===== src/rtl/smpq_pkg.sv =====
// Package of shared constants, types and status codes for the stable minimum priority queue.
package smpq_pkg;

	// Storage geometry.
	localparam int CAPACITY = 16;
	localparam int IDX_W    = (CAPACITY > 1) ? $clog2(CAPACITY) : 1;
	localparam int CNT_W    = $clog2(CAPACITY + 1);

	// Field widths of the words on the two channels.
	localparam int PRIO_W   = 8;
	localparam int TAG_W    = 16;
	localparam int STATUS_W = 2;
	localparam int OCC_W    = 5;

	// Command codes.
	localparam logic CMD_INSERT  = 1'b0;
	localparam logic CMD_EXTRACT = 1'b1;

	// Result status codes.
	typedef enum logic [STATUS_W-1:0] {
		ST_INSERTED = 2'd0,
		ST_FULL     = 2'd1,
		ST_SERVED   = 2'd2,
		ST_EMPTY    = 2'd3
	} status_t;

	// One stored entry.
	typedef struct packed {
		logic [PRIO_W-1:0] prio;
		logic [TAG_W-1:0]  tag;
	} entry_t;

	// Access request from the sequencer to the entry store.
	typedef struct packed {
		logic             we;
		logic [IDX_W-1:0] waddr;
		entry_t           wdata;
		logic [IDX_W-1:0] raddr;
	} mem_req_t;

endpackage


===== src/rtl/smpq_req_if.sv =====
// Channel interface that carries command words into the queue.
interface smpq_req_if import smpq_pkg::*; ();
	logic              valid;
	logic              ready;
	logic              cmd;
	logic [PRIO_W-1:0] priority_req;
	logic [TAG_W-1:0]  tag;

	modport source (output valid, cmd, priority_req, tag, input ready);
	modport sink   (input valid, cmd, priority_req, tag, output ready);
endinterface


===== src/rtl/smpq_rsp_if.sv =====
// Channel interface that carries result words out of the queue.
interface smpq_rsp_if import smpq_pkg::*; ();
	logic                valid;
	logic                ready;
	logic [STATUS_W-1:0] status;
	logic [TAG_W-1:0]    out_tag;
	logic [PRIO_W-1:0]   out_priority;
	logic [OCC_W-1:0]    occupancy;

	modport source (output valid, status, out_tag, out_priority, occupancy, input ready);
	modport sink   (input valid, status, out_tag, out_priority, occupancy, output ready);
endinterface


===== src/rtl/stable_min_priority_queue_unit.sv =====
// Stable minimum priority queue: sequencer, shared compare unit and output register.
// Insert, rejected insert and empty extract go from acceptance to the done state, then to the output register.
// Extract scans the held entries for the winner, then closes the gap behind it; the single
// store read port paces this, one entry per cycle for the scan and for the gap close.
// One command word is worked on at a time; the next is taken once the result is queued.
// Reset clears the occupancy and all control state; stored entries stay undefined.
module stable_min_priority_queue_unit import smpq_pkg::*; (
	input  logic       clk,
	input  logic       arst_n,
	smpq_req_if.sink   req,
	smpq_rsp_if.source rsp
);

	typedef enum logic [1:0] {S_IDLE, S_SCAN, S_SHIFT, S_DONE} state_t;

	state_t            state_q;
	logic [CNT_W-1:0]  count_q;
	logic [CNT_W-1:0]  ptr_q;
	logic [CNT_W-1:0]  src_q;
	entry_t            best_q;
	logic [IDX_W-1:0]  best_idx_q;
	status_t           res_status_q;
	entry_t            res_entry_q;
	logic              out_valid_q;
	status_t           out_status_q;
	entry_t            out_entry_q;
	logic [OCC_W-1:0]  out_occ_q;

	mem_req_t          mreq;
	entry_t            rdata;
	logic              accept;
	logic [CNT_W-1:0]  cur_idx;
	logic              take;
	entry_t            best_nx;
	logic [IDX_W-1:0]  best_idx_nx;
	logic              scan_last;
	logic [CNT_W-1:0]  shift_src_nx;
	logic [CNT_W-1:0]  src_inc;
	logic              out_load;

	smpq_store u_store (
		.clk   (clk),
		.mreq  (mreq),
		.rdata (rdata)
	);

	assign req.ready = (state_q == S_IDLE);
	assign accept    = req.valid && req.ready;

	// Shared compare unit: the word just read against the best so far; earliest wins ties.
	always_comb begin
		cur_idx      = ptr_q - CNT_W'(1);
		take         = (cur_idx == '0) || (rdata.prio < best_q.prio);
		best_nx      = take ? rdata : best_q;
		best_idx_nx  = take ? cur_idx[IDX_W-1:0] : best_idx_q;
		scan_last    = (ptr_q == count_q);
		shift_src_nx = CNT_W'(best_idx_nx) + CNT_W'(1);
		src_inc      = src_q + CNT_W'(1);
	end

	// Store access for the current step.
	always_comb begin
		mreq       = '0;
		mreq.waddr = count_q[IDX_W-1:0];
		mreq.wdata = '{prio: req.priority_req, tag: req.tag};
		unique case (state_q)
			S_IDLE: begin
				mreq.we    = accept && (req.cmd == CMD_INSERT) &&
				             (count_q != CNT_W'(CAPACITY));
				mreq.raddr = '0;
			end
			S_SCAN: begin
				if (!scan_last) begin
					mreq.raddr = ptr_q[IDX_W-1:0];
				end else begin
					mreq.raddr = shift_src_nx[IDX_W-1:0];
				end
			end
			S_SHIFT: begin
				mreq.we    = 1'b1;
				mreq.waddr = IDX_W'(src_q - CNT_W'(1));
				mreq.wdata = rdata;
				mreq.raddr = src_inc[IDX_W-1:0];
			end
			S_DONE: begin
				mreq.raddr = '0;
			end
			default: begin
				mreq.raddr = '0;
			end
		endcase
	end

	assign out_load = (state_q == S_DONE) && (!out_valid_q || rsp.ready);

	// Sequencer with its registered results.
	always_ff @(posedge clk or negedge arst_n) begin
		if (!arst_n) begin
			state_q      <= S_IDLE;
			count_q      <= '0;
			ptr_q        <= '0;
			src_q        <= '0;
			best_idx_q   <= '0;
			res_status_q <= ST_INSERTED;
			out_valid_q  <= 1'b0;
			out_status_q <= ST_INSERTED;
		end else begin
			unique case (state_q)
				S_IDLE: begin
					if (accept) begin
						res_entry_q <= '0;
						if (req.cmd == CMD_INSERT) begin
							if (count_q == CNT_W'(CAPACITY)) begin
								res_status_q <= ST_FULL;
							end else begin
								res_status_q <= ST_INSERTED;
								count_q      <= count_q + CNT_W'(1);
							end
							state_q <= S_DONE;
						end else if (count_q == '0) begin
							res_status_q <= ST_EMPTY;
							state_q      <= S_DONE;
						end else begin
							ptr_q   <= CNT_W'(1);
							state_q <= S_SCAN;
						end
					end
				end
				S_SCAN: begin
					best_q     <= best_nx;
					best_idx_q <= best_idx_nx;
					if (!scan_last) begin
						ptr_q <= ptr_q + CNT_W'(1);
					end else if (shift_src_nx < count_q) begin
						src_q   <= shift_src_nx;
						state_q <= S_SHIFT;
					end else begin
						count_q      <= count_q - CNT_W'(1);
						res_status_q <= ST_SERVED;
						res_entry_q  <= best_nx;
						state_q      <= S_DONE;
					end
				end
				S_SHIFT: begin
					if (src_inc < count_q) begin
						src_q <= src_inc;
					end else begin
						count_q      <= count_q - CNT_W'(1);
						res_status_q <= ST_SERVED;
						res_entry_q  <= best_q;
						state_q      <= S_DONE;
					end
				end
				S_DONE: begin
					if (out_load) begin
						state_q <= S_IDLE;
					end
				end
				default: begin
					state_q <= S_IDLE;
				end
			endcase

			// Output register: loads from the finished result, frees when taken.
			if (out_load) begin
				out_valid_q  <= 1'b1;
				out_status_q <= res_status_q;
				out_entry_q  <= res_entry_q;
				out_occ_q    <= OCC_W'(count_q);
			end else if (rsp.ready) begin
				out_valid_q <= 1'b0;
			end
		end
	end

	assign rsp.valid        = out_valid_q;
	assign rsp.status       = out_status_q;
	assign rsp.out_tag      = out_entry_q.tag;
	assign rsp.out_priority = out_entry_q.prio;
	assign rsp.occupancy    = out_occ_q;

endmodule


===== src/rtl/smpq_store.sv =====
// Entry store: one write port and one read port with registered read data.
module smpq_store import smpq_pkg::*; (
	input  logic     clk,
	input  mem_req_t mreq,
	output entry_t   rdata
);

	entry_t mem [CAPACITY];
	entry_t rdata_q;

	// Write and registered read.
	always_ff @(posedge clk) begin
		if (mreq.we) begin
			mem[mreq.waddr] <= mreq.wdata;
		end
		rdata_q <= mem[mreq.raddr];
	end

	assign rdata = rdata_q;

endmodule

===== src/flat_wrapper.sv =====
// flat-port wrapper written by rule: the top's interface ports become plain ports
module stable_min_priority_queue_unit_flat import smpq_pkg::*;
  (clk, arst_n, req_valid, req_cmd, req_priority_req, req_tag, req_ready, rsp_valid, rsp_status, rsp_out_tag, rsp_out_priority, rsp_occupancy, rsp_ready);
  smpq_req_if req_i ();
  smpq_rsp_if rsp_i ();
  input  logic clk;
  input  logic arst_n;
  input wire logic [$bits(req_i.valid)-1:0] req_valid;
  input wire logic [$bits(req_i.cmd)-1:0] req_cmd;
  input wire logic [$bits(req_i.priority_req)-1:0] req_priority_req;
  input wire logic [$bits(req_i.tag)-1:0] req_tag;
  output wire logic [$bits(req_i.ready)-1:0] req_ready;
  output wire logic [$bits(rsp_i.valid)-1:0] rsp_valid;
  output wire logic [$bits(rsp_i.status)-1:0] rsp_status;
  output wire logic [$bits(rsp_i.out_tag)-1:0] rsp_out_tag;
  output wire logic [$bits(rsp_i.out_priority)-1:0] rsp_out_priority;
  output wire logic [$bits(rsp_i.occupancy)-1:0] rsp_occupancy;
  input wire logic [$bits(rsp_i.ready)-1:0] rsp_ready;
  assign req_i.valid = req_valid;
  assign req_i.cmd = req_cmd;
  assign req_i.priority_req = req_priority_req;
  assign req_i.tag = req_tag;
  assign req_ready = req_i.ready;
  assign rsp_valid = rsp_i.valid;
  assign rsp_status = rsp_i.status;
  assign rsp_out_tag = rsp_i.out_tag;
  assign rsp_out_priority = rsp_i.out_priority;
  assign rsp_occupancy = rsp_i.occupancy;
  assign rsp_i.ready = rsp_ready;
  stable_min_priority_queue_unit u_core (.clk(clk), .arst_n(arst_n), .req(req_i), .rsp(rsp_i));
endmodule

===== config.mk =====
export PLATFORM = sky130hd
export DESIGN_NAME = stable_min_priority_queue_unit_flat
export DESIGN_NICKNAME = d
export VERILOG_FILES = /design/src/rtl/smpq_pkg.sv /design/src/rtl/smpq_req_if.sv /design/src/rtl/smpq_rsp_if.sv /design/src/rtl/stable_min_priority_queue_unit.sv /design/src/rtl/smpq_store.sv /design/src/flat_wrapper.sv
export SDC_FILE = /design/constraint.sdc
export NUM_CORES = 1
export LEC_CHECK = 0
export ABC_AREA = 1
export BUFFER_PORTS_ARGS = -buffer_cell sky130_fd_sc_hd__buf_2
export CAP_MARGIN = 20
export CORE_ASPECT_RATIO = 0.75
export CORE_MARGIN = 10
export CORE_UTILIZATION = 34
export DETAILED_ROUTE_END_ITERATION = 10
export PLACE_DENSITY = 0.46
export RECOVER_POWER = 50
export SLEW_MARGIN = 10
export SYNTH_ARGS = -nofsm -noshare
export SYNTH_HDL_FRONTEND = slang
export SYNTH_SLANG_ARGS = --single-unit

===== constraint.sdc =====
create_clock -name clk -period 4.55 [get_ports clk]
set_clock_uncertainty 0.05 [all_clocks]
set_input_delay 0.455 -clock clk [delete_from_list [all_inputs] [get_ports clk]]
set_output_delay 0.455 -clock clk [all_outputs]
set_load 0.1 [all_outputs]

After elaboration in Yosys (flattened, before gate mapping)
Memories as Yosys holds them, arrays and structs flattened. A register that Yosys moved wholly into a read port is not among the register bits. Index checks and enable logic that the tools add are counted.

Memories kept: 1. Word-level logic and storage cells: 116. Output and inout bits: 33. Bits in registers: 103. Input port bits: 29. Memory bits (writable): 384.

Memories: u_core.u_store.mem (depth 16, bits a word 24, read ports 1, clocked after Yosys merged registers in 1, write ports 1, RTL line smpq_store.sv:8) `entry_t mem [CAPACITY];`.

Bitwise logic cells: 1. Reductions and logical operators: 23. Magnitude comparators: 3. Equal/unequal tests: 19. Mux-type cells: 47. Add/subtract/negate cells: 7.

Operators by type and width (number): $mux 24 (5); $pmux 24 s3 (1); $mux 5 (13); $mux 28 (1); $mux 2 (12); $pmux 5 s2 (2); $ne 2x2->1 const B (8); $add 5x1->5 const B (3); $pmux 5 s3 (1); $pmux 4 s3 (1); $reduce_and 6->1 (2); $logic_not 5->1 (2); $lt 5x5->1 (2); $sub 5x1->5 const B (2); $lt 8x8->1 (1); $mux 4 (2); $ne 2x1->1 const B (4); $pmux 2 s4 (1); $reduce_and 4->1 (2); $reduce_and 7->1 (1); $mux 1 (6); $pmux 2 s3 (1); $reduce_bool 2->1 (3); $add 4x1->5 const B (1); 17 further kinds (23).

Logic depth before layout (Yosys ltp)
Depth after elaboration: 9. Depth in mapped cells: 25. Depth with buffers taken out: 25.

Modules after synthesis
A second synthesis with hierarchy kept.

Cell total of the unflattened synthesis: 2205. Area, all modules: 22490.3 um^2.

By module, submodules not included: smpq_store (area each 16955.0 um^2, instances 1, seq. area each 12011.5 um^2, cells each 1597); stable_min_priority_queue_unit (area each 5535.3 um^2, instances 1, seq. area each 2962.8 um^2, cells each 608).

Worst setup path after synthesis
OpenSTA, ideal clock, no wires.

Path kind: reg2reg. Start: register u_core.ptr_q[0]. End: register u_core.res_entry_q[0] (netlist bit), enable pin. Cell stages (with the launch flop): 20. Arrival: 3.472 ns. Buffers on the path: 0. Setup time: 0.405 ns. Data required time: 4.095 ns. Clock period less this slack: 3.927 ns. Setup slack: 0.623 ns. Cells stage by stage: dfrtp_1 -> inv_2 -> ha_1 -> xor2_1 -> nor2_1 -> nand2_4 -> nand3_1 -> nand2_2 -> ha_1 -> inv_1 -> nand3_1 -> nand2_1 -> inv_1 -> ha_1 -> a21oi_1 -> nor2_1 -> a211oi_1 -> nand3_1 -> nand2_1 -> nor2_1.

Word-level cells in the longest chain between the ends: 8. Elaborated cells between the ends (all ways): 10. Classes of those cells: add/sub: 2; order compare: 1; eq/ne: 3; mux: 1; reduce/logical: 3.

Ends and longest elaborated chain: start, declared (RTL line stable_min_priority_queue_unit.sv:18) `logic [CNT_W-1:0] ptr_q;`; start signal, assigned (RTL line stable_min_priority_queue_unit.sv:133) `ptr_q <= ptr_q + CNT_W'(1);`; $sub 5x1->5 * (RTL line stable_min_priority_queue_unit.sv:52) `cur_idx = ptr_q - CNT_W'(1);`; $logic_not 5->1 (RTL line stable_min_priority_queue_unit.sv:53) `take = (cur_idx == '0) || (rdata.prio < best_q.prio);`; $logic_or 1x1->1 (RTL line stable_min_priority_queue_unit.sv:53); $mux 4 * (RTL line stable_min_priority_queue_unit.sv:55) `best_idx_nx = take ? cur_idx[IDX_W-1:0] : best_idx_q;`; named net u_core.best_idx_nx[1] (RTL line stable_min_priority_queue_unit.sv:35) `logic [IDX_W-1:0] best_idx_nx;`; $add 4x1->5 * (RTL line stable_min_priority_queue_unit.sv:57) `shift_src_nx = CNT_W'(best_idx_nx) + CNT_W'(1);`; $lt 5x5->1 * (RTL line stable_min_priority_queue_unit.sv:134) `end else if (shift_src_nx < count_q) begin`; $ne 2x2->1 (no source line) *; $reduce_and 6->1 (no source line) *; end signal, assigned (RTL line stable_min_priority_queue_unit.sv:140) `res_entry_q <= best_nx;`; end signal, assigned (RTL line stable_min_priority_queue_unit.sv:150) `res_entry_q <= best_q;`; end, declared (RTL line stable_min_priority_queue_unit.sv:23) `entry_t res_entry_q;`.

The timed path passes the listed nets; every way through them passes the cells marked *. A chain may end at the register's enable or synchronous reset.

Worst setup path after layout
Start: register u_core.best_q[21] (netlist bit). End: register u_core.res_entry_q[12] (netlist bit), enable pin.

Word-level cells in the longest chain between the ends: 7.

Ends and longest elaborated chain: start, declared (RTL line stable_min_priority_queue_unit.sv:20) `entry_t best_q;`; start signal, assigned (RTL line stable_min_priority_queue_unit.sv:130) `best_q <= best_nx;`; $lt 8x8->1 (RTL line stable_min_priority_queue_unit.sv:53); $logic_or 1x1->1 (RTL line stable_min_priority_queue_unit.sv:53); $mux 4 (RTL line stable_min_priority_queue_unit.sv:55); $add 4x1->5 (RTL line stable_min_priority_queue_unit.sv:57); $lt 5x5->1 (RTL line stable_min_priority_queue_unit.sv:134); $ne 2x2->1 (no source line); $reduce_and 6->1 (no source line).

Every way passes these cells.

==> results.sh <==
export IMPL_run_status="finished with violations"
export IMPL_failed_checks="capacitance limit, slew limit"
export IMPL_yosys_cell_types_count=40
export IMPL_dp_hpwl_um=35600
export IMPL_drt_iter0_drcs=1430
export IMPL_synth_yosys_warnings=0
export IMPL_slew_headroom_pct=-7.27
export IMPL_timing_critical_path_required_ns=4.79
export IMPL_finalWirelength_um=64300
export IMPL_antenna_found_initial=1
export IMPL_postSynthNetCount=2252
export IMPL_synth_seq_cells=511
export IMPL_routed_via_density=4.87
export IMPL_io_pins=62
export IMPL_setup_tns_final_ns=0
export IMPL_place_worst_setup_slack_ns=0.548
export IMPL_port_buffers=61
export IMPL_period_share_pct=88.5
export IMPL_pin_count_of_the_biggest_net_entering_global_routing=123
export IMPL_cts_tree="yes"
export IMPL_yosysSeqAreaShare_pct=65.9
export IMPL_antenna_violating_nets_post_route=0
export IMPL_post_route_cells_drive_above_1_share_pct=8.27
export IMPL_final_net_count=2313
export IMPL_antenna_diode_count=0
export IMPL_finalCriticalPeriod_ns=4.02
export IMPL_h_tree_depth=2
export IMPL_hold_viol=0
export IMPL_die_w_um=319
export IMPL_later_pin_clock_latency_in_the_skew_report_ns=0.62
export IMPL_std_cell_rows=82
export IMPL_total_leakage_power_nw=10.6
export IMPL_power_density_cell_area_nw_per_um2=818
export IMPL_initial_utilization_pct=34.2
export IMPL_cp_arrival_ns=4.27
export IMPL_setup_ws_ns=0.525
export IMPL_root_buffer="sky130_fd_sc_hd__clkbuf_16"
export IMPL_worst_slew_pin_slew_ns=1.61
export IMPL_clock_path_buffers=3
export IMPL_vdd_ir_drop_max_mv=0.621
export IMPL_drc=0
export IMPL_die_height_um=244
export IMPL_layout_filler_cells=6571
export IMPL_grt_pass1_vias=14953
export IMPL_gp_congestion=0.806
export IMPL_whs_ns=0.0719
export IMPL_globalRouteTotalUtil_pct=16.2
export IMPL_floorplan_core_area_um2=66500
export IMPL_timing_setup_critical_path_class="register to register"
export IMPL_cts_resized_gates=0
export IMPL_post_synth_inst_count=2193
export IMPL_clock_sinks=511
export IMPL_fmax_mhz=248
export IMPL_drt_wirelength_per_cell_um=20.2
export IMPL_rsz0062_at_grt="false"
export IMPL_flow_area_growth_from_synthesis_pct=14.0
export IMPL_slew_viol_final=59
export IMPL_detail_route_first_pass_iterations=5
export IMPL_via_count=15501
export IMPL_setup_viol=0
export IMPL_grt_ovfl_total=0
export IMPL_crit_path_max_fanout=49
export IMPL_critical_path_sink_type="register"
export IMPL_mean_instance_size_in_the_synthesized_netlist_um2=10.4
export IMPL_final_core_util_pct=39.0
export IMPL_crit_path_start_kind="register"
export IMPL_worst_hold_path_type="primary input to register"
export IMPL_mappedNetlistArea_um2=22700
export IMPL_cts_buffers_inserted=53
export IMPL_cap_violations=2
export IMPL_design_die_area_um2=77700
export IMPL_clock_pin_slew_worst_setup_and_hold_paths_ns=0.06
export IMPL_grt_first_pass_wirelength_um=97300
==> power by group <==
part	total, mW	internal [mW]	switching [mW]
registers	6.96	6.64	0.327
clock network	4.31	2.47	1.84
logic	9.93	2.68	7.25
total	21.2	11.8	9.42
==> registers in the layout, indices dropped and copies added (netlist names) <==
signal,cells
u_core.rsp.valid,1
u_core.best_q,24
u_core.u_store.mem,384
u_core.count_q,5
u_core.res_status_q,2
u_core.ptr_q,5
u_core.rsp.status,2
u_core.rsp.occupancy,5
u_core.res_entry_q,24
u_core.src_q,5
u_core.rsp.out_tag,16
u_core.rsp.out_priority,8
u_core.best_idx_q,4
u_core.u_store.rdata,24
u_core.state_q,2
==> stage by stage <==
step           power, mW  cells  area (um2)
3_3_place_gp        17.1   3080       24400
6_report            21.2   3180       25900
2_1_floorplan       13.8   2193       22700
3_5_place_dp        17.1   3080       24400
4_1_cts             21.5   3180       26100
5_1_grt             22.8   3180       25900
==> synthesized netlist by cell type, drive strengths merged <==
| master | count | area (um2) |
|---|---|---|
| a21oi | 61 | 309 |
| xor2 | 11 | 104 |
| o21ai | 54 | 274 |
| nand3b | 24 | 180 |
| nor3 | 5 | 25.0 |
| dfxtp | 24 | 480 |
| nor4 | 1 | 6.26 |
| o22ai | 1 | 6.26 |
| fa | 1 | 20.0 |
| o21a | 1 | 7.51 |
| clkinv | 2 | 7.51 |
| and2 | 1 | 6.26 |
| clkbuf | 45 | 169 |
| a22oi | 1 | 7.51 |
| nand3 | 481 | 2430 |
| xnor2 | 4 | 35.0 |
| buf | 74 | 405 |
| dfrtp | 26 | 651 |
| nor2 | 54 | 203 |
| nand4 | 2 | 12.5 |
| a21boi | 1 | 11.3 |
| nand2 | 491 | 1880 |
| inv | 332 | 1250 |
| a211oi | 1 | 7.51 |
| a31oi | 2 | 12.5 |
| edfxtp | 461 | 13800 |
| o2111ai | 1 | 8.76 |
| ha | 29 | 363 |
| mux2 | 2 | 22.5 |
==> placed cells by master (no fill, tap or decap), types with 29 or more instances in the layout <==
master,synthesis,routed
sky130_fd_sc_hd__o21ai_0,48,48
sky130_fd_sc_hd__nand2_1,481,479
sky130_fd_sc_hd__ha_1,29,29
sky130_fd_sc_hd__clkbuf_1,45,72
sky130_fd_sc_hd__edfxtp_1,461,461
sky130_fd_sc_hd__clkbuf_16,0,54
sky130_fd_sc_hd__a21oi_1,60,60
sky130_fd_sc_hd__nor2_1,54,39
sky130_fd_sc_hd__nand3_1,476,476
sky130_fd_sc_hd__buf_4,9,35
sky130_fd_sc_hd__inv_1,324,324
==> what timing repair did <==
action,in CTS,in global routing
buffers inserted,0,0
hold buffers,1,0
hold endpoints to repair,26,0
==> final timing paths <==
path	from	end	slack, ns	depth (start not counted)
max	u_core.best_q[21]	u_core.res_entry_q[12]	0.53	20
min	rsp_ready	u_core.rsp.valid	0.07	4
max reg2reg	u_core.best_q[21]	u_core.res_entry_q[12]	0.53	20
min reg2reg	u_core.res_entry_q[12]	u_core.rsp.out_tag[12]	0.37	0
max in group asynchronous	arst_n	u_core.ptr_q[4]	2.80	2
min in group asynchronous	arst_n	u_core.res_status_q[1]	0.71	2
==> layer usage <==
layer | vias to the layer above | wire (um) | GRT usage (%)
li1 | 7470 | - | -
met1 | 7616 | 31000 | 23.6
met2 | 340 | 28800 | 24.9
met3 | 73 | 3160 | 2.42
met4 | 2 | 1350 | 4.45
met5 | - | 13 | 0
==> worst max-delay path, cell delays in order (launching register included) <==
cell and delay, ns:
sky130_fd_sc_hd__edfxtp_1 0.38, sky130_fd_sc_hd__inv_1 0.09, sky130_fd_sc_hd__ha_1 0.24, sky130_fd_sc_hd__a21oi_1 0.13, sky130_fd_sc_hd__nor2_1 0.05, sky130_fd_sc_hd__nor3_1 0.12, sky130_fd_sc_hd__nand2_1 0.24, sky130_fd_sc_hd__nand2_4 0.14
sky130_fd_sc_hd__buf_4 0.41, sky130_fd_sc_hd__nand2_2 0.15, sky130_fd_sc_hd__nand2_2 0.12, sky130_fd_sc_hd__nand4_1 0.12, sky130_fd_sc_hd__and2_1 0.20, sky130_fd_sc_hd__ha_1 0.27, sky130_fd_sc_hd__nand2_1 0.07, sky130_fd_sc_hd__nor2_1 0.10
sky130_fd_sc_hd__o21ai_1 0.09, sky130_fd_sc_hd__nand3_1 0.13, sky130_fd_sc_hd__nand2_1 0.09, sky130_fd_sc_hd__nor2_2 0.15, sky130_fd_sc_hd__buf_4 0.33
==> cell families (layout without fill, tap and decap cells) <==
family,count (synthesis),after routing,synth area share [%]
muxes,2,2,0.0990
adders and majority gates,30,30,1.68
DFF,511,511,65.9
buffers and inverters,453,558,8.04
xor gates and xnor gates,15,15,0.611
and+or+nand+nor,1059,1059,20.9
AOI/OAI and AO/OA,123,123,2.83
==> area by class of cell <==
| type | count | area [um2] | area share, % |
|---|---|---|---|
| flip-flops and latches | 511 | 15000 | 57.7 |
| multi-input cells | 1229 | 6080 | 23.5 |
| clock buffers | 78 | 1470 | 5.67 |
| inverters | 334 | 1250 | 4.84 |
| well taps | 882 | 1100 | 4.26 |
| repair buffers | 125 | 820 | 3.16 |
| clock inverters | 21 | 223 | 0.859 |
No activity file was read; power rests on OpenSTA's default activity.
